===== config.mk =====
export PLATFORM = sky130hd
export DESIGN_NAME = start_codon_translator_flat
export DESIGN_NICKNAME = d
export VERILOG_FILES = /design/src/design/stc_pkg.sv /design/src/design/stc_if.sv /design/src/design/stc_fsm.sv /design/src/design/start_codon_translator.sv /design/src/flat_wrapper.sv
export SDC_FILE = /design/constraint.sdc
export NUM_CORES = 1
export LEC_CHECK = 0
export CAP_MARGIN = 10
export CORE_MARGIN = 8
export CORE_UTILIZATION = 60
export CTS_CLUSTER_SIZE = 24
export DETAILED_ROUTE_END_ITERATION = 12
export DONT_BUFFER_PORTS = 1
export PLACE_DENSITY = 0.81
export SLEW_MARGIN = 20
export SYNTH_ARGS = -nofsm -noshare
export SYNTH_HDL_FRONTEND = slang
export SYNTH_SLANG_ARGS = --single-unit

===== constraint.sdc =====
create_clock -name clk_i -period 6.2 [get_ports clk_i]
set_clock_uncertainty 0.1 [all_clocks]
set_input_delay 0.93 -clock clk_i [delete_from_list [all_inputs] [get_ports clk_i]]
set_output_delay 0.93 -clock clk_i [all_outputs]
set_load 0.02 [all_outputs]

===== src/design/stc_pkg.sv =====
// ----------------------------------------------------------------------------
// stc_pkg
// Shared types, codes and lookup functions of the start codon translator.
// ----------------------------------------------------------------------------
package stc_pkg;

  localparam int unsigned CharW   = 8;
  localparam int unsigned ClassW  = 3;
  localparam int unsigned BaseW   = 3;
  localparam int unsigned CfgIdxW = 1;
  localparam int unsigned CfgW    = 2;

  // configuration register indexes
  localparam logic [CfgIdxW-1:0] CfgRequireStart = 1'd0;
  localparam logic [CfgIdxW-1:0] CfgFrameOffset  = 1'd1;

  // nucleotide codes
  localparam logic [BaseW-1:0] BaseNone = 3'd0;
  localparam logic [BaseW-1:0] BaseA    = 3'd1;
  localparam logic [BaseW-1:0] BaseC    = 3'd2;
  localparam logic [BaseW-1:0] BaseG    = 3'd3;
  localparam logic [BaseW-1:0] BaseT    = 3'd4;
  localparam logic [BaseW-1:0] BaseU    = 3'd5;

  // charge classes
  localparam logic [ClassW-1:0] ClsPositive    = 3'd0;
  localparam logic [ClassW-1:0] ClsNegative    = 3'd1;
  localparam logic [ClassW-1:0] ClsHydrophobic = 3'd2;
  localparam logic [ClassW-1:0] ClsHydrophilic = 3'd3;
  localparam logic [ClassW-1:0] ClsUnknown     = 3'd4;

  localparam logic [CharW-1:0] ResStop  = "X";
  localparam logic [CharW-1:0] ResStart = "M";
  localparam logic [CharW-1:0] ResNone  = 8'd0;

  typedef struct packed {
    logic [CharW-1:0]  residue;
    logic [ClassW-1:0] charge_class;
    logic              has_residue;
    logic              protein_end;
  } res_t;

  function automatic logic [BaseW-1:0] encode_base(input logic [CharW-1:0] c);
    logic [CharW-1:0] u;
    logic [BaseW-1:0] b;
    u = c;
    if (c >= "a" && c <= "z") begin
      u = c - 8'd32;
    end
    case (u)
      "A":     b = BaseA;
      "C":     b = BaseC;
      "G":     b = BaseG;
      "T":     b = BaseT;
      "U":     b = BaseU;
      default: b = BaseNone;
    endcase
    return b;
  endfunction

  function automatic logic is_purine(input logic [BaseW-1:0] b);
    return (b == BaseA) || (b == BaseG);
  endfunction

  function automatic logic [CharW-1:0] codon_letter(input logic [BaseW-1:0] xi,
                                                    input logic [BaseW-1:0] yi,
                                                    input logic [BaseW-1:0] zi);
    logic [BaseW-1:0] x, y, z;
    logic [CharW-1:0] r;
    x = (xi == BaseU) ? BaseT : xi;
    y = (yi == BaseU) ? BaseT : yi;
    z = (zi == BaseU) ? BaseT : zi;
    if (x == BaseT) begin
      if (y == BaseT)      r = is_purine(z) ? "L" : "F";
      else if (y == BaseC) r = "S";
      else if (y == BaseA) r = is_purine(z) ? ResStop : "Y";
      else if (z == BaseA) r = ResStop;
      else                 r = (z == BaseG) ? "W" : "C";
    end else if (x == BaseC) begin
      if (y == BaseT)      r = "L";
      else if (y == BaseC) r = "P";
      else if (y == BaseA) r = is_purine(z) ? "Q" : "H";
      else                 r = "R";
    end else if (x == BaseA) begin
      if (y == BaseT)      r = (z == BaseG) ? "M" : "I";
      else if (y == BaseC) r = "T";
      else if (y == BaseA) r = is_purine(z) ? "K" : "N";
      else                 r = is_purine(z) ? "R" : "S";
    end else begin
      if (y == BaseT)      r = "V";
      else if (y == BaseC) r = "A";
      else if (y == BaseA) r = is_purine(z) ? "E" : "D";
      else                 r = "G";
    end
    return r;
  endfunction

  function automatic logic [ClassW-1:0] charge_of(input logic [CharW-1:0] r);
    logic [ClassW-1:0] k;
    case (r)
      "R", "H", "K":                 k = ClsPositive;
      "D", "E":                      k = ClsNegative;
      "A", "C", "F", "G", "I", "L",
      "M", "P", "V", "W", "Y":       k = ClsHydrophobic;
      "N", "S", "T", "Q":            k = ClsHydrophilic;
      default:                       k = ClsUnknown;
    endcase
    return k;
  endfunction

endpackage


===== src/design/stc_if.sv =====
// ----------------------------------------------------------------------------
// stc_char_if / stc_res_if
// Valid/ready channels for character beats and result beats.
// ----------------------------------------------------------------------------
interface stc_char_if;
  logic                        valid;
  logic                        ready;
  logic [stc_pkg::CharW-1:0]   character;
  logic                        seq_last;

  modport source (output valid, output character, output seq_last, input ready);
  modport sink   (input valid, input character, input seq_last, output ready);
endinterface

interface stc_res_if;
  logic                        valid;
  logic                        ready;
  logic [stc_pkg::CharW-1:0]   residue;
  logic [stc_pkg::ClassW-1:0]  charge_class;
  logic                        has_residue;
  logic                        protein_end;

  modport source (output valid, output residue, output charge_class,
                  output has_residue, output protein_end, input ready);
  modport sink   (input valid, input residue, input charge_class,
                  input has_residue, input protein_end, output ready);
endinterface


===== src/design/stc_fsm.sv =====
// ----------------------------------------------------------------------------
// stc_fsm
// Sequence state and per-character translation step.
// ----------------------------------------------------------------------------
module stc_fsm (
  input  logic                       clk_i,
  input  logic                       rst_ni,
  input  logic                       adv_i,
  input  logic [stc_pkg::CharW-1:0]  character_i,
  input  logic                       seq_last_i,
  input  logic                       require_start_i,
  input  logic [1:0]                 frame_offset_i,
  output logic                       emit_o,
  output stc_pkg::res_t              res_o
);

  localparam logic [1:0] PhHead  = 2'd0;
  localparam logic [1:0] PhXlate = 2'd1;
  localparam logic [1:0] PhDone  = 2'd2;

  logic [1:0]                phase_q, phase_d;
  logic [stc_pkg::BaseW-1:0] hist0_q, hist0_d, hist1_q, hist1_d;
  logic [1:0]                cnt_q, cnt_d;
  logic [1:0]                skip_q, skip_d;
  logic [stc_pkg::BaseW-1:0] code;
  logic [stc_pkg::CharW-1:0] letter;
  logic [stc_pkg::CharW-1:0] res;
  logic                      has;
  logic                      fin;
  logic [1:0]                cnt_eff;

  always_comb begin
    code    = stc_pkg::encode_base(character_i);
    letter  = stc_pkg::codon_letter(hist1_q, hist0_q, code);
    phase_d = phase_q;
    hist0_d = hist0_q;
    hist1_d = hist1_q;
    cnt_d   = cnt_q;
    skip_d  = skip_q;
    emit_o  = 1'b0;
    has     = 1'b0;
    fin     = 1'b0;
    res     = stc_pkg::ResNone;
    cnt_eff = (phase_q == PhHead) ? 2'd0 : cnt_q;

    if (code != stc_pkg::BaseNone) begin
      if (phase_q == PhHead && require_start_i) begin
        if (hist1_q == stc_pkg::BaseA && hist0_q == stc_pkg::BaseT &&
            code == stc_pkg::BaseG) begin
          emit_o  = 1'b1;
          has     = 1'b1;
          res     = stc_pkg::ResStart;
          phase_d = PhXlate;
          cnt_d   = 2'd0;
        end else begin
          hist1_d = hist0_q;
          hist0_d = code;
        end
      end else if (phase_q == PhHead && skip_q < frame_offset_i) begin
        skip_d = skip_q + 2'd1;
      end else if (phase_q == PhHead || phase_q == PhXlate) begin
        phase_d = PhXlate;
        case (cnt_eff)
          2'd0: begin
            hist1_d = code;
            cnt_d   = 2'd1;
          end
          2'd1: begin
            hist0_d = code;
            cnt_d   = 2'd2;
          end
          default: begin
            cnt_d  = 2'd0;
            emit_o = 1'b1;
            if (letter == stc_pkg::ResStop) begin
              fin     = 1'b1;
              phase_d = PhDone;
            end else begin
              has = 1'b1;
              res = letter;
            end
          end
        endcase
      end
    end

    if (seq_last_i) begin
      if (phase_d != PhDone) begin
        emit_o = 1'b1;
        fin    = 1'b1;
      end
      phase_d = PhHead;
      hist0_d = stc_pkg::BaseNone;
      hist1_d = stc_pkg::BaseNone;
      cnt_d   = 2'd0;
      skip_d  = 2'd0;
    end

    res_o.residue      = has ? res : stc_pkg::ResNone;
    res_o.charge_class = has ? stc_pkg::charge_of(res) : stc_pkg::ClsUnknown;
    res_o.has_residue  = has;
    res_o.protein_end  = fin;
  end

  always_ff @(posedge clk_i or negedge rst_ni) begin
    if (!rst_ni) begin
      phase_q <= PhHead;
      hist0_q <= stc_pkg::BaseNone;
      hist1_q <= stc_pkg::BaseNone;
      cnt_q   <= 2'd0;
      skip_q  <= 2'd0;
    end else if (adv_i) begin
      phase_q <= phase_d;
      hist0_q <= hist0_d;
      hist1_q <= hist1_d;
      cnt_q   <= cnt_d;
      skip_q  <= skip_d;
    end
  end

endmodule


===== src/design/start_codon_translator.sv =====
// An accepted character beat is held in the input register; the translation
// step then writes its result beat into the result register.
// Throughput: one character beat per cycle; a held result stalls input only
// when the next character also produces a result beat.
// Reset: rst_ni clears sequence state and sets require_start=1, frame_offset=0.
// ----------------------------------------------------------------------------
// start_codon_translator
// Translates an ASCII DNA stream into amino acid residues with charge class.
// ----------------------------------------------------------------------------
module start_codon_translator (
  input  logic                         clk_i,
  input  logic                         rst_ni,
  stc_char_if.sink                     char_i,
  stc_res_if.source                    res_o,
  input  logic                         cfg_we_i,
  input  logic [stc_pkg::CfgIdxW-1:0]  cfg_idx_i,
  input  logic [stc_pkg::CfgW-1:0]     cfg_data_i
);

  logic                      require_start_q;
  logic [1:0]                frame_offset_q;
  logic                      in_valid_q;
  logic [stc_pkg::CharW-1:0] in_char_q;
  logic                      in_last_q;
  logic                      out_valid_q;
  stc_pkg::res_t             out_q;
  logic                      emit;
  stc_pkg::res_t             res;
  logic                      out_free;
  logic                      adv;
  logic                      take;

  assign out_free     = !out_valid_q || res_o.ready;
  assign adv          = in_valid_q && (!emit || out_free);
  assign char_i.ready = !in_valid_q || adv;
  assign take         = char_i.valid && char_i.ready;

  stc_fsm u_fsm (
    .clk_i           (clk_i),
    .rst_ni          (rst_ni),
    .adv_i           (adv),
    .character_i     (in_char_q),
    .seq_last_i      (in_last_q),
    .require_start_i (require_start_q),
    .frame_offset_i  (frame_offset_q),
    .emit_o          (emit),
    .res_o           (res)
  );

  always_ff @(posedge clk_i or negedge rst_ni) begin
    if (!rst_ni) begin
      require_start_q <= 1'b1;
      frame_offset_q  <= 2'd0;
    end else if (cfg_we_i) begin
      case (cfg_idx_i)
        stc_pkg::CfgRequireStart: require_start_q <= cfg_data_i[0];
        stc_pkg::CfgFrameOffset:  frame_offset_q  <= cfg_data_i;
        default: ;
      endcase
    end
  end

  always_ff @(posedge clk_i or negedge rst_ni) begin
    if (!rst_ni) begin
      in_valid_q <= 1'b0;
    end else if (char_i.ready) begin
      in_valid_q <= char_i.valid;
    end
  end

  always_ff @(posedge clk_i) begin
    if (take) begin
      in_char_q <= char_i.character;
      in_last_q <= char_i.seq_last;
    end
  end

  always_ff @(posedge clk_i or negedge rst_ni) begin
    if (!rst_ni) begin
      out_valid_q <= 1'b0;
    end else if (out_free) begin
      out_valid_q <= adv && emit;
    end
  end

  always_ff @(posedge clk_i) begin
    if (adv && emit) begin
      out_q <= res;
    end
  end

  assign res_o.valid        = out_valid_q;
  assign res_o.residue      = out_q.residue;
  assign res_o.charge_class = out_q.charge_class;
  assign res_o.has_residue  = out_q.has_residue;
  assign res_o.protein_end  = out_q.protein_end;

endmodule


===== src/flat_wrapper.sv =====
// flat-port wrapper written by rule: the top's interface ports become plain ports
module start_codon_translator_flat 
  (clk_i, rst_ni, cfg_we_i, cfg_idx_i, cfg_data_i, char_i_valid, char_i_character, char_i_seq_last, char_i_ready, res_o_valid, res_o_residue, res_o_charge_class, res_o_has_residue, res_o_protein_end, res_o_ready);
  stc_char_if char_i_i ();
  stc_res_if res_o_i ();
  input  logic clk_i;
  input  logic rst_ni;
  input  logic cfg_we_i;
  input  logic [stc_pkg::CfgIdxW-1:0] cfg_idx_i;
  input  logic [stc_pkg::CfgW-1:0] cfg_data_i;
  input wire logic [$bits(char_i_i.valid)-1:0] char_i_valid;
  input wire logic [$bits(char_i_i.character)-1:0] char_i_character;
  input wire logic [$bits(char_i_i.seq_last)-1:0] char_i_seq_last;
  output wire logic [$bits(char_i_i.ready)-1:0] char_i_ready;
  output wire logic [$bits(res_o_i.valid)-1:0] res_o_valid;
  output wire logic [$bits(res_o_i.residue)-1:0] res_o_residue;
  output wire logic [$bits(res_o_i.charge_class)-1:0] res_o_charge_class;
  output wire logic [$bits(res_o_i.has_residue)-1:0] res_o_has_residue;
  output wire logic [$bits(res_o_i.protein_end)-1:0] res_o_protein_end;
  input wire logic [$bits(res_o_i.ready)-1:0] res_o_ready;
  assign char_i_i.valid = char_i_valid;
  assign char_i_i.character = char_i_character;
  assign char_i_i.seq_last = char_i_seq_last;
  assign char_i_ready = char_i_i.ready;
  assign res_o_valid = res_o_i.valid;
  assign res_o_residue = res_o_i.residue;
  assign res_o_charge_class = res_o_i.charge_class;
  assign res_o_has_residue = res_o_i.has_residue;
  assign res_o_protein_end = res_o_i.protein_end;
  assign res_o_i.ready = res_o_ready;
  start_codon_translator u_core (.clk_i(clk_i), .rst_ni(rst_ni), .char_i(char_i_i), .res_o(res_o_i), .cfg_we_i(cfg_we_i), .cfg_idx_i(cfg_idx_i), .cfg_data_i(cfg_data_i));
endmodule

-- Yosys cells after proc, flatten, opt, wreduce, memory -nomap -nowiden
Cells that the tools add are included.
- mux-type cells: 93
- reductions and logical operators: 35
- $lt $le $gt $ge: 3
- bitwise gates (word level): 1
- equality and inequality tests: 47
- add/sub/neg operators: 2
- operators by type and width (operator ; count):
    $eq A8 B7 Y1 const B ; 26
    $mux W8 ; 10
    $mux W5 ; 13
    $mux W3 ; 20
    $mux W2 ; 20
    $mux W1 ; 25
    $eq A3 B3 Y1 const B ; 6
    $pmux W3 S5 ; 1
    $eq A3 B1 Y1 const B ; 4
    $eq A3 B2 Y1 const B ; 4
    $pmux W3 S4 ; 1
    $reduce_and A6 Y1 ; 2
    $reduce_bool A3 Y1 ; 4
    $reduce_or A11 Y1 ; 1
    $ge A8 B7 Y1 const B ; 1
    $le A8 B7 Y1 const B ; 1
    $logic_and A1 B1 Y1 ; 8
    $sub A8 B6 Y8 const B ; 1
    $mux W7 ; 1
    $ne A3 B2 Y1 const B ; 2
    $logic_or A1 B1 Y1 ; 5
    $reduce_and A5 Y1 ; 1
    $eq A2 B1 Y1 const B ; 2
    $logic_not A2 Y1 ; 2
    other kinds (15) ; 20
- logic and storage cells: 196
- output and inout port bits: 15
- register bits: 39

-- Logic depth before layout (Yosys ltp)
Gate-level depths: netlist of run 1.
- depth after elaboration: 31
- mapped depth: 14

-- By module
A second synthesis of run 1 with hierarchy kept.
- cells, all modules: 294
- area, all modules: 2738.9 sq um
- modules (own cells, without submodules) (module ; area each (sq um) ; instances ; cells each ; sequential area each (sq um)):
    stc_fsm ; 1855.5 ; 1 ; 254 ; 300.3
    start_codon_translator ; 883.3 ; 1 ; 40 ; 787.0

-- Worst setup path after synthesis of run 1
OpenSTA, ideal clock, no wires.
- path kind: flip-flop to flip-flop
- start: reg u_core.in_char_q[5] (netlist bit)
- end: reg u_core.out_q, in the netlist u_core.res_o.charge_class[2] (data pin)
- required time: 5.837 ns
- library setup time: 0.263 ns
- slack: 3.083 ns
- path buffers: 1
- cell stages (with the launch flop): 13
- arrival time: 2.754 ns
- clock period less this slack: 3.117 ns
- path through: edfxtp_1 inv_1 ha_1 o21ai_0 and4_1 clkbuf_1 ha_1 o21a_1 a211oi_1 o41ai_1 a311oi_1 or3_1 o22ai_2
- word-level cells in the longest chain between the ends: 26
- RTL lines (item ; line ; text):
    start, declared ; start_codon_translator.sv:23 ; logic [stc_pkg::CharW-1:0] in_char_q;
    start signal, assigned ; start_codon_translator.sv:73 ; in_char_q <= char_i.character;
    $ge A8 B7 Y1 or $le A8 B7 Y1 (tied branches) ; stc_pkg.sv:47 ; if (c >= "a" && c <= "z") begin
    $logic_and A1 B1 Y1 ; stc_pkg.sv:47 ;
    $mux W8 (*) ; stc_pkg.sv:47 ;
    $eq A8 B7 Y1 ; stc_pkg.sv:50 ; case (u)
    $pmux W3 S5 (*) ; stc_pkg.sv:50 ;
    $eq A3 B3 Y1 ; stc_pkg.sv:72 ; z = (zi == BaseU) ? BaseT : zi;
    $mux W3 ; stc_pkg.sv:72 ;
    $eq A3 B1 Y1 or $eq A3 B2 Y1 (tied branches) ; - ;
    [... 10 more ...] ; - ;
    $mux W8 ; stc_fsm.sv:63 ; case (cnt_eff)
    $mux W8 ; stc_fsm.sv:61 ; end else if (phase_q == PhHead || phase_q == PhXlate) begin
    $mux W8 ; stc_fsm.sv:59 ; end else if (phase_q == PhHead && skip_q < frame_offset_i) begin
    $mux W8 ; stc_fsm.sv:47 ; if (phase_q == PhHead && require_start_i) begin
    $mux W8 ; stc_fsm.sv:46 ; if (code != stc_pkg::BaseNone) begin
    $eq A8 B7 Y1 ; stc_pkg.sv:100 ; case (r)
    $reduce_or A11 Y1, or another cell as far along ; stc_pkg.sv:100 ;
    $pmux W3 S4 ; stc_pkg.sv:100 ;
    end signal, assigned ; start_codon_translator.sv:88 ; out_q <= res;
    end, declared ; start_codon_translator.sv:26 ; stc_pkg::res_t out_q;
Mark *: on every way between the ends. The rest lies on a longest branch, timed or not.
A chain may end at the register's enable or synchronous reset.

-- Worst setup path in the final report of run 1
- start: reg u_core.in_char_q[5] (netlist bit)
- end: reg u_core.out_q, in the netlist u_core.res_o.charge_class[1] (data pin)
Same word-level chain as after synthesis.

==> flow_metrics.py, run 1 <==
metrics = {
    "outcome": {
        "status": "finished, final reports clean",
    },
    "global_route": {
        "grt_first_pass_wirelength_microns": 9070,
        "met3_usage_pct": 4.27,
        "use_met2_pct": 27.1,
        "grt-ovfl-total": 0,
        "top_usage_layer": "met2",
        "grt_max_degree": 20,
        "grt_use_met1_pct": 21.8,
        "grt_usage_pct": 17.0,
        "antenna_found_initial": 0,
        "grt_pass1_vias": 2008,
    },
    "synthesis": {
        "syn_inst": 274,
        "ys_seq_area_share_pct": 39.8,
        "synth_cell_types": 69,
        "yosysWarnings": 0,
        "ys.flop_type": "edfxtp_1",
        "synth-seq-cells": 37,
        "synth-async-reset-ratio_pct": 45.9,
        "synth_edf_count": 20,
        "syn_area_per_cell_sq_um": 9.42,
        "syn_area_sq_um": 2580,
    },
    "routing": {
        "wl_microns": 5320,
        "wl_per_cell_microns": 16.6,
        "drtPass1Iterations": 4,
        "routed_via_density": 6.61,
        "drc": 0,
        "vias": 2115,
        "drtAntennaViolNets": 0,
        "drtIter0Drc": 197,
    },
    "place": {
        "placedCellCount": 312,
        "hpwl_microns": 3920,
        "io_buffers": 0,
        "placed_area_sq_um": 2570,
        "gp_congestion": 0.959,
    },
    "worst_setup_path": {
        "path_buf_inv": 1,
        "end_kind": "register",
        "crit_family": "compound AO/OA/AOI/OAI gates",
        "slowest_delay_ns": 0.41,
        "cp-start-kind": "register",
        "crit_type": "reg -> reg",
        "cp_max_fo": 5,
        "slowest_stage": "edfxtp_1",
        "crit_chain": "inv_1, ha_1, o21ai_0, and4_1, ha_1, o21a_1, a211oi_1, o32ai_1, a21oi_1, mux2i_1, mux2i_1",
        "critPathArrivalTime_ns": 3.51,
        "required_ns": 6.14,
    },
    "die": {
        "core-area_sq_um": 4230,
        "die_y_microns": 81.6,
        "io_pins": 32,
        "die_w_microns": 81.6,
        "die_area_sq_um": 6650,
        "rows": 24,
        "start_util_pct": 60.9,
    },
    "min_path": {
        "min_path_type": "in -> async",
    },
    "timing": {
        "slew_headroom_pct": 38.5,
        "holdWs_ns": 0.233,
        "rsz0062_at_grt": "no",
        "tightest_slew_ns": 0.919,
        "hold_viol": 0,
        "maxSlewViolCount": 0,
        "period_share_pct": 57.6,
        "min_period_ns": 3.57,
        "tns_ns": 0,
        "max_freq_mhz": 280,
        "setup_viol": 0,
    },
    "cts": {
        "clock_sinks": 37,
        "ctsHoldBuffers": 0,
        "clockRootBuffer": "clkbuf_8",
        "clkTransAtPathRegs_ns": 0.08,
        "tritoncts": "built",
        "cts_made_buffers": 5,
        "max-clock-path-buffers": 2,
        "htreeDepth": 2,
        "cts_resized": 0,
        "cts_setup_buffers": 0,
        "insertion_delay_ns": 0.28,
    },
    "final_layout": {
        "area_growth_pct": 3.93,
        "fin_util_pct": 63.3,
        "fin_area_sq_um": 2680,
        "n_antenna_cell": 0,
        "layout-drive-gt1-share_pct": 11.6,
        "fin_nets": 289,
        "instances_no_fill": 320,
    },
    "pwr": {
        "leakage_nw": 0.950,
        "p_per_area_nw_per_um2": 197,
        "vdd_drop_max_mv": 0.177,
    },
    "job": {
        "maxCapViolCount": 0,
    },
}
==> metrics by stage <==
step | worst slack [ns] | power [mW]
after global placement | 2.82 | 0.332
after global routing | 2.42 | 0.550
after CTS | 2.66 | 0.534
final | 2.63 | 0.529
after floorplan | 3.08 | 0.326
after detailed placement | 2.73 | 0.334
==> report_power, final <==
group | internal (mW) | total [mW] | switching, mW
Sequential | 0.272 | 0.286 | 0.0135
Clock | 0.119 | 0.199 | 0.0805
Combinational | 0.0168 | 0.0438 | 0.0270
==> kinds of logic (layout without fill, tap and decap cells) <==
family,after synthesis,count (layout),synth area share [%]
fa+ha+maj,6,6,2.86
simple gates,102,102,24.2
compound gates,85,85,23.5
other cells,1,2,0.145
xor+xnor,1,1,0.340
mux,9,9,3.69
buf+inv,33,26,5.48
flops,37,37,39.8
==> synth_stat cells, types with 2 or more instances <==
cell	instances	share of area [%]
dfrtp_1	16	16
nor3_1	8	1.6
clkbuf_1	7	1.0
o21ai_0	19	3.7
or3_1	6	1.5
o31ai_1	5	1.5
edfxtp_1	20	23
a21oi_1	19	3.7
and4_1	2	0.68
mux2i_1	5	1.9
or3b_1	2	0.68
nor4_1	4	0.97
mux2_2	4	1.7
and2_1	3	0.73
or4_1	2	0.58
nand2_1	13	1.9
or3_4	2	0.87
o21bai_1	2	0.58
nor2_1	17	2.5
nand4_1	6	1.5
o32ai_1	2	0.68
nor3b_1	3	0.87
ha_1	5	2.4
nand2b_1	11	2.7
nand3_1	3	0.58
buf_4	3	0.87
buf_2	5	0.97
o2bb2ai_1	2	0.68
inv_1	18	2.6
or3b_2	3	1.0
o21a_1	2	0.58
a211oi_1	5	1.5
nor2b_1	7	1.7
o22ai_1	8	1.9
==> routing by layer <==
layer | routed length (microns) | up-vias
met5 | 0 | -
met4 | 66 | 0
met3 | 410 | 9
met2 | 2520 | 94
met1 | 2320 | 991
li1 | - | 1021
==> final cells by class <==
class	instances	area, sq um
fillers	350	1550
multi-input cells	205	1420
flip-flops and latches	37	1030
clock buffers	6	72.6
inverters	18	67.6
well taps	52	65.1
clock inverters	2	33.8
==> registers in the layout, indices dropped and copies added, names as in the netlist, 2 cells and up <==
register / flops
u_core.res_o.residue: 6
u_core.u_fsm.phase_q: 2
u_core.u_fsm.hist0_q: 3
u_core.res_o.charge_class: 3
u_core.frame_offset_q: 2
u_core.u_fsm.cnt_q: 2
u_core.in_char_q: 8
u_core.u_fsm.hist1_q: 3
u_core.u_fsm.skip_q: 2
==> final timing paths <==
path                       cells after the start  slack, ns                startpoint                            to
max in group asynchronous                      0       5.59                    rst_ni        u_core.require_start_q
min in group clk_i                             1       0.41  u_core.frame_offset_q[0]      u_core.frame_offset_q[0]
max reg2reg                                   11       2.63       u_core.in_char_q[5]  u_core.res_o.charge_class[1]
max                                           11       2.63       u_core.in_char_q[5]  u_core.res_o.charge_class[1]
min                                            0       0.23                    rst_ni       u_core.u_fsm.phase_q[0]
min reg2reg                                    1       0.41  u_core.frame_offset_q[0]      u_core.frame_offset_q[0]
==> layout by cell type (no fill, tap or decap), types with 6 or more instances in the layout <==
cell / netlist / layout
edfxtp_1: 20 / 20
dfrtp_1: 16 / 16
a21oi_1: 19 / 19
o22ai_1: 8 / 8
o21ai_0: 19 / 19
nor2_1: 17 / 17
nor2b_1: 7 / 7
nand2b_1: 11 / 11
or3_1: 6 / 6
nor3_1: 8 / 8
inv_1: 18 / 18
nand2_1: 13 / 13
nand4_1: 6 / 6
Note: power is estimated with default switching activity, not from simulation.
==> inputs of run 2 (changes only) <==
--- a/config.mk
+++ b/config.mk
@@ -5,6 +5,7 @@
 export SDC_FILE = /design/constraint.sdc
 export NUM_CORES = 1
 export LEC_CHECK = 0
+export ABC_AREA = 1
 export CAP_MARGIN = 10
 export CORE_MARGIN = 8
 export CORE_UTILIZATION = 60
==> constraint.sdc (replaced) <==
create_clock -name clk_i -period 3.5 [get_ports clk_i]
set_clock_uncertainty 0.1 [all_clocks]
set_input_delay 0.525 -clock clk_i [delete_from_list [all_inputs] [get_ports clk_i]]
set_output_delay 0.525 -clock clk_i [all_outputs]
set_load 0.02 [all_outputs]
==> flow_metrics.py, run 2 <==
metrics = {
    "outcome": {
        "status": "finished with violations",
        "violations": "setup timing",
    },
    "synthesis": {
        "yosysWarnings": 0,
        "ys_top_cells_by_count": "nand2_1 (89), inv_1 (45), nor2_1 (38)",
        "synth-async-reset-ratio_pct": 45.9,
        "syn_area_per_cell_sq_um": 7.49,
        "synth_cell_types": 44,
        "synth_top_area_share_pct": 24.2,
        "synth_edf_count": 20,
        "ys.flop_type": "edfxtp_1",
        "synth-seq-cells": 37,
        "synth_area_leader_cell": "edfxtp_1",
        "syn_inst": 331,
        "ys_seq_area_share_pct": 41.4,
        "synthMostInstantiatedCell": "nand2_1",
        "syn_area_sq_um": 2480,
        "synth_area_leaders": "edfxtp_1 (24%), dfrtp_1 (16%), nand2_1 (13%)",
    },
    "die": {
        "die_w_microns": 80.3,
        "start_util_pct": 62.0,
        "core-area_sq_um": 4000,
        "die_area_sq_um": 6450,
        "io_pins": 32,
        "rows": 23,
        "die_y_microns": 80.3,
    },
    "place": {
        "placed_area_sq_um": 2640,
        "io_buffers": 0,
        "hpwl_microns": 3850,
        "gp_congestion": 0.900,
    },
    "cts": {
        "tritoncts": "built",
        "clock_sinks": 37,
        "clockRootBuffer": "clkbuf_8",
        "htreeDepth": 2,
        "cts_made_buffers": 5,
        "insertion_delay_ns": 0.29,
        "clkTransAtPathRegs_ns": 0.07,
        "max-clock-path-buffers": 2,
    },
    "routing": {
        "drtIter0Drc": 204,
        "wl_per_cell_microns": 12.5,
        "drtAntennaViolNets": 0,
        "vias": 2232,
        "drc": 0,
        "wl_microns": 5150,
        "drtPass1Iterations": 4,
        "routed_via_density": 5.40,
    },
    "pwr": {
        "netSwitchingFraction_pct": 30.0,
        "combPwrFrac_pct": 24.6,
        "p_int_uw": 829,
        "vdd_drop_max_mv": 0.305,
        "clock_power_share_pct": 30.1,
        "leakage_nw": 1.41,
        "p_per_area_nw_per_um2": 407,
        "p_switching_uw": 356,
        "pwr-share-seq_pct": 45.3,
    },
    "timing": {
        "maxSlewViolCount": 0,
        "period_share_pct": 107,
        "hold_viol": 0,
        "slew_headroom_pct": 51.0,
        "max_freq_mhz": 268,
        "min_period_ns": 3.73,
        "postLayoutSetupSlackWorst_ns": -0.232,
        "rsz0062_at_grt": "yes",
        "tightest_slew_ns": 0.733,
        "setup_viol": 25,
    },
    "worst_setup_path": {
        "cp_max_fo": 4,
        "end_kind": "output port",
        "cp-start-kind": "register",
        "required_ns": 2.87,
        "critPathArrivalTime_ns": 3.11,
        "reg2regPathDepth": 24,
        "crit_type": "reg -> out",
    },
    "global_route": {
        "grt_max_degree": 18,
        "antenna_found_initial": 0,
        "grt_usage_pct": 16.4,
        "grt_first_pass_wirelength_microns": 8600,
        "grt-ovfl-total": 0,
        "grt_pass1_vias": 2129,
    },
    "final_layout": {
        "area_growth_pct": 17.6,
        "n_antenna_cell": 0,
        "fin_area_sq_um": 2920,
        "largest_reg_flops": 8,
        "layout_commonest_cell": "nand2_1",
        "layout-drive-gt1-share_pct": 23.4,
        "largest-register": "u_core.in_char_q",
        "fin_util_pct": 72.9,
        "mostFrequentLayoutCells": "nand2_1 (83), inv_1 (41), nor2_1 (36)",
        "fin_nets": 384,
    },
    "min_path": {
        "min_path_type": "in -> reg",
        "hold_path_depth": 1,
    },
    "job": {
        "maxCapViolCount": 0,
    },
}
run 2: cell count changes after synthesis, moves of 10 or more:
cell and change:
nand2_1 +76, inv_1 +27, nor2_1 +21, nand3_1 +16
nand2_2 +12, nand2b_1 -11, nand4_1 +10
run 2: timing repair:
action,4_1_cts,5_1_grt
setup buffers,11,1
hold buffers,1,0
pin swaps,16,6
endpoints found under the hold margin,17,0
resized for setup,15,6
endpoints found under the setup margin,25,39
run 2: logic make-up (layout without fill, tap and decap cells):
kind of cell / after synthesis / after routing / synth area share, %
simple gates: 193 / 193 / 36.5
buf+inv: 58 / 89 / 9.59
flops: 37 / 37 / 41.4
compound gates: 36 / 36 / 9.44
fa+ha+maj: 5 / 5 / 2.52
other cells: 1 / 2 / 0.151
xor+xnor: 1 / 1 / 0.353
run 2: area by class of cell:
cell class | count | area (sq um)
Sequential cell | 37 | 1030
Tap cell | 50 | 62.6
Clock buffer | 5 | 68.8
Multi-Input combinational cell | 237 | 1280
Clock inverter | 3 | 41.3
Inverter | 52 | 195
Timing Repair Buffer | 29 | 236
Fill cell | 280 | 1080
run 2: stage by stage:
step | hold slack (ns) | std cells | power (mW) | setup WS (ns) | TNS, ns
6_report | 0.199 | 413 | 1.19 | -0.232 | -2.67
5_1_grt | 0.194 | 413 | 1.25 | -0.491 | -11.99
4_1_cts | 0.194 | 412 | 1.19 | -0.254 | -2.58
3_5_place_dp | 0.130 | 392 | 0.802 | -0.177 | -2.49
3_3_place_gp | 0.130 | 392 | 0.799 | -0.0934 | -0.904
2_1_floorplan | 0.129 | 332 | 0.735 | 0.0107 | 0
run 2: final timing paths:
path                                       startpoint  slack (ns)                  endpoint
worst max-delay path              u_core.in_char_q[6]       -0.23              char_i_ready
worst min-delay path                         cfg_we_i        0.20    u_core.require_start_q
worst max register to register    u_core.in_char_q[6]       -0.18  u_core.res_o.has_residue
worst min register to register  u_core.u_fsm.cnt_q[0]        0.38     u_core.u_fsm.cnt_q[0]
max in group asynchronous                      rst_ni        2.19   u_core.u_fsm.hist0_q[2]
min in group asynchronous                      rst_ni        0.63   u_core.u_fsm.phase_q[1]
run 2: power groups by stage:
stage               combinational (mW)  clock, mW  sequential [mW]
floorplan                        0.197          0            0.539
global placement                 0.254          0            0.545
detailed placement               0.257          0            0.545
CTS                              0.285      0.365            0.537
global route                     0.329      0.383            0.542
finish                           0.292      0.357            0.537
run 2: metal layers:
layer	vias to the layer above	track usage, %	wire length, microns
met5	-	0	0
met4	0	6.73	60
met3	8	3.91	301
met2	89	28.8	2520
met1	997	18.6	2270
li1	1138	-	-
run 2: worst max-delay path, stage by stage (launching register included):
cell      delay [ns]
edfxtp_1        0.39
inv_2           0.10
ha_4            0.20
inv_2           0.04
nand2_1         0.04
nand4_1         0.08
nand3_2         0.10
nor2_4          0.12
o21ai_4         0.08
ha_2            0.19
o21ai_1         0.11
inv_1           0.08
buf_4           0.13
o22ai_1         0.14
a22o_1          0.23
nand4_2         0.12
o21ai_0         0.29
nand2_2         0.10
nand2_2         0.09
nand2_4         0.06
nand3_4         0.10
==> inputs of run 3 (changes only) <==
==> constraint.sdc (replaced) <==
create_clock -name clk_i -period 3.5 [get_ports clk_i]
set_clock_uncertainty 0.1 [all_clocks]
set_input_delay 0.525 -clock clk_i [delete_from_list [all_inputs] [get_ports clk_i]]
set_output_delay 0.525 -clock clk_i [all_outputs]
set_load 0.05 [all_outputs]
==> flow_metrics.py, run 3 (synthesized netlist as in run 2, its figures left out) <==
metrics = {
    "outcome": {
        "status": "finished with violations",
        "violations": "setup timing",
    },
    "min_path": {
        "worstHoldStart": "cfg_we_i",
        "min_path_type": "in -> reg",
    },
    "timing": {
        "slew_headroom_pct": 49.4,
        "hold_viol": 0,
        "rsz0062_at_grt": "yes",
        "tightest_slew_ns": 0.756,
        "postLayoutSetupSlackWorst_ns": -0.392,
        "max_freq_mhz": 257,
        "period_share_pct": 111,
        "min_period_ns": 3.89,
        "maxSlewViolCount": 0,
        "setup_viol": 27,
    },
    "final_layout": {
        "largest-register": "u_core.in_char_q",
        "fin_area_sq_um": 3060,
        "n_antenna_cell": 0,
        "instances_no_fill": 421,
        "largest_reg_flops": 8,
        "mostFrequentLayoutCells": "nand2_1 (80), inv_1 (40), nor2_1 (32)",
        "layout-drive-gt1-share_pct": 29.4,
        "multiInputGateArea_sq_um": 1350,
        "fin_nets": 392,
        "fillers": 263,
        "layout_commonest_cell": "nand2_1",
        "area_growth_pct": 23.3,
        "seqCellArea_sq_um": 1030,
    },
    "pwr": {
        "p_int_uw": 764,
        "combPwrFrac_pct": 27.0,
        "p_switching_uw": 390,
        "clock_power_share_pct": 25.0,
        "leakage_nw": 1.46,
        "netSwitchingFraction_pct": 33.8,
        "vdd_drop_max_mv": 0.310,
        "p_per_area_nw_per_um2": 377,
        "total_power_mw": 1.15,
        "pwr-share-seq_pct": 48.0,
    },
    "cts": {
        "clock_sinks": 37,
        "insertion_delay_ns": 0.29,
        "clkTransAtPathRegs_ns": 0.07,
        "clockRootBuffer": "clkbuf_8",
        "htreeDepth": 2,
        "tritoncts": "built",
        "cts_made_buffers": 5,
        "max-clock-path-buffers": 2,
    },
    "place": {
        "placed_area_sq_um": 2660,
        "gp_congestion": 0.906,
        "place_ws_ns": -0.0886,
        "io_buffers": 0,
        "placedCellCount": 392,
        "hpwl_microns": 3900,
    },
    "global_route": {
        "grt-ovfl-total": 0,
        "grt_max_degree": 18,
        "antenna_found_initial": 0,
        "grt_usage_pct": 18.4,
        "grt_first_pass_wirelength_microns": 9430,
        "grt_pass1_vias": 2151,
    },
    "worst_setup_path": {
        "critPathArrivalTime_ns": 3.27,
        "regToRegStartpoint": "u_core.in_char_q[6]",
        "slowest_stage": "edfxtp_1",
        "crit_type": "reg -> out",
        "required_ns": 2.87,
        "cp_max_fo": 4,
        "startpoint": "u_core.in_char_q[6]",
        "slowest_delay_ns": 0.42,
        "end_kind": "output port",
        "crit_top_cell": "nand2_1",
        "cp-start-kind": "register",
    },
    "die": {
        "rows": 23,
        "io_pins": 32,
        "die_area_sq_um": 6450,
        "core-area_sq_um": 4000,
        "die_w_microns": 80.3,
        "start_util_pct": 62.0,
        "die_y_microns": 80.3,
    },
    "routing": {
        "wl_met1_microns": 2470,
        "vias": 2338,
        "drtPass1Iterations": 4,
        "wl_met2_microns": 2960,
        "routed_via_density": 5.55,
        "highest_layer": "met4",
        "drtAntennaViolNets": 0,
        "wl_microns": 5880,
        "wl_met3_microns": 320,
        "drtIter0Drc": 159,
        "drc": 0,
        "wl_per_cell_microns": 14.0,
    },
    "job": {
        "maxCapViolCount": 0,
    },
}
==> run 3: cell types whose count changed in the layout (fill, tap and decap cells not counted), sizes merged <==
| cell | previous run | this run |
|---|---|---|
| clkinvlp | 1 | 0 |
| bufbuf | 0 | 1 |
| bufinv | 1 | 0 |
| clkbuf | 5 | 6 |
| inv | 50 | 51 |
| buf | 28 | 35 |
==> run 3: final cells by class <==
class                      instances  area share, %
timing repair buffer              37           11.2
tap                               50           2.05
inverter                          52           6.47
clock buffer                       6           2.37
clock inverter                     2          0.327
multi-input combinational        237           44.0
sequential                        37           33.6
==> run 3: power groups by stage <==
stage	Combinational [mW]	Clock (mW)	Sequential [mW]
6_report	0.312	0.289	0.553
3_3_place_gp	0.256	0	0.560
2_1_floorplan	0.201	0	0.554
5_1_grt	0.343	0.313	0.559
3_5_place_dp	0.261	0	0.561
4_1_cts	0.289	0.293	0.552
==> run 3: stage by stage <==
stage	utilization [%]	TNS, ns	hold slack (ns)
after floorplan	-	-0.0415	0.129
after global placement	66.5	-0.0144	0.130
after detailed placement	66.5	-0.776	0.130
after CTS	72.9	-3.38	0.193
after global routing	76.4	-13.87	0.192
final	76.4	-5.39	0.195
==> run 3: timing repair <==
| action | in CTS | in global routing |
|---|---|---|
| resized for setup | 15 | 30 |
| endpoints found under the setup margin | 23 | 39 |
| cloned | 1 | 0 |
| hold buffers | 1 | 0 |
| endpoints found under the hold margin | 17 | 0 |
| pin swaps | 11 | 13 |
| setup buffers | 13 | 7 |
==> run 3: worst paths after layout <==
check	endpoint	slack, ns	cells after the start
worst min-delay path	u_core.require_start_q	0.19	1
worst max register to register	u_core.res_o.charge_class[1]	-0.36	26
worst min register to register	u_core.frame_offset_q[0]	0.39	2
worst max-delay path	char_i_ready	-0.39	28
min in group asynchronous	u_core.u_fsm.hist0_q[0]	0.64	1
max in group asynchronous	u_core.u_fsm.hist0_q[1]	2.18	1
==> run 3: per-layer routing <==
metal / global-route usage, % / vias up
met5: 0 / -
met4: 7.09 / 0
met3: 4.91 / 17
met2: 31.1 / 98
met1: 21.6 / 1071
li1: - / 1152
==> run 3: critical path: cells and delay by family (launching register included) <==
kind / cells / cell delay [ns]
AOI/OAI and AO/OA: 4 / 0.46
and+or+nand+nor: 17 / 1.21
buffers and inverters: 5 / 0.43
adders and majority gates: 2 / 0.43
DFF: 1 / 0.42
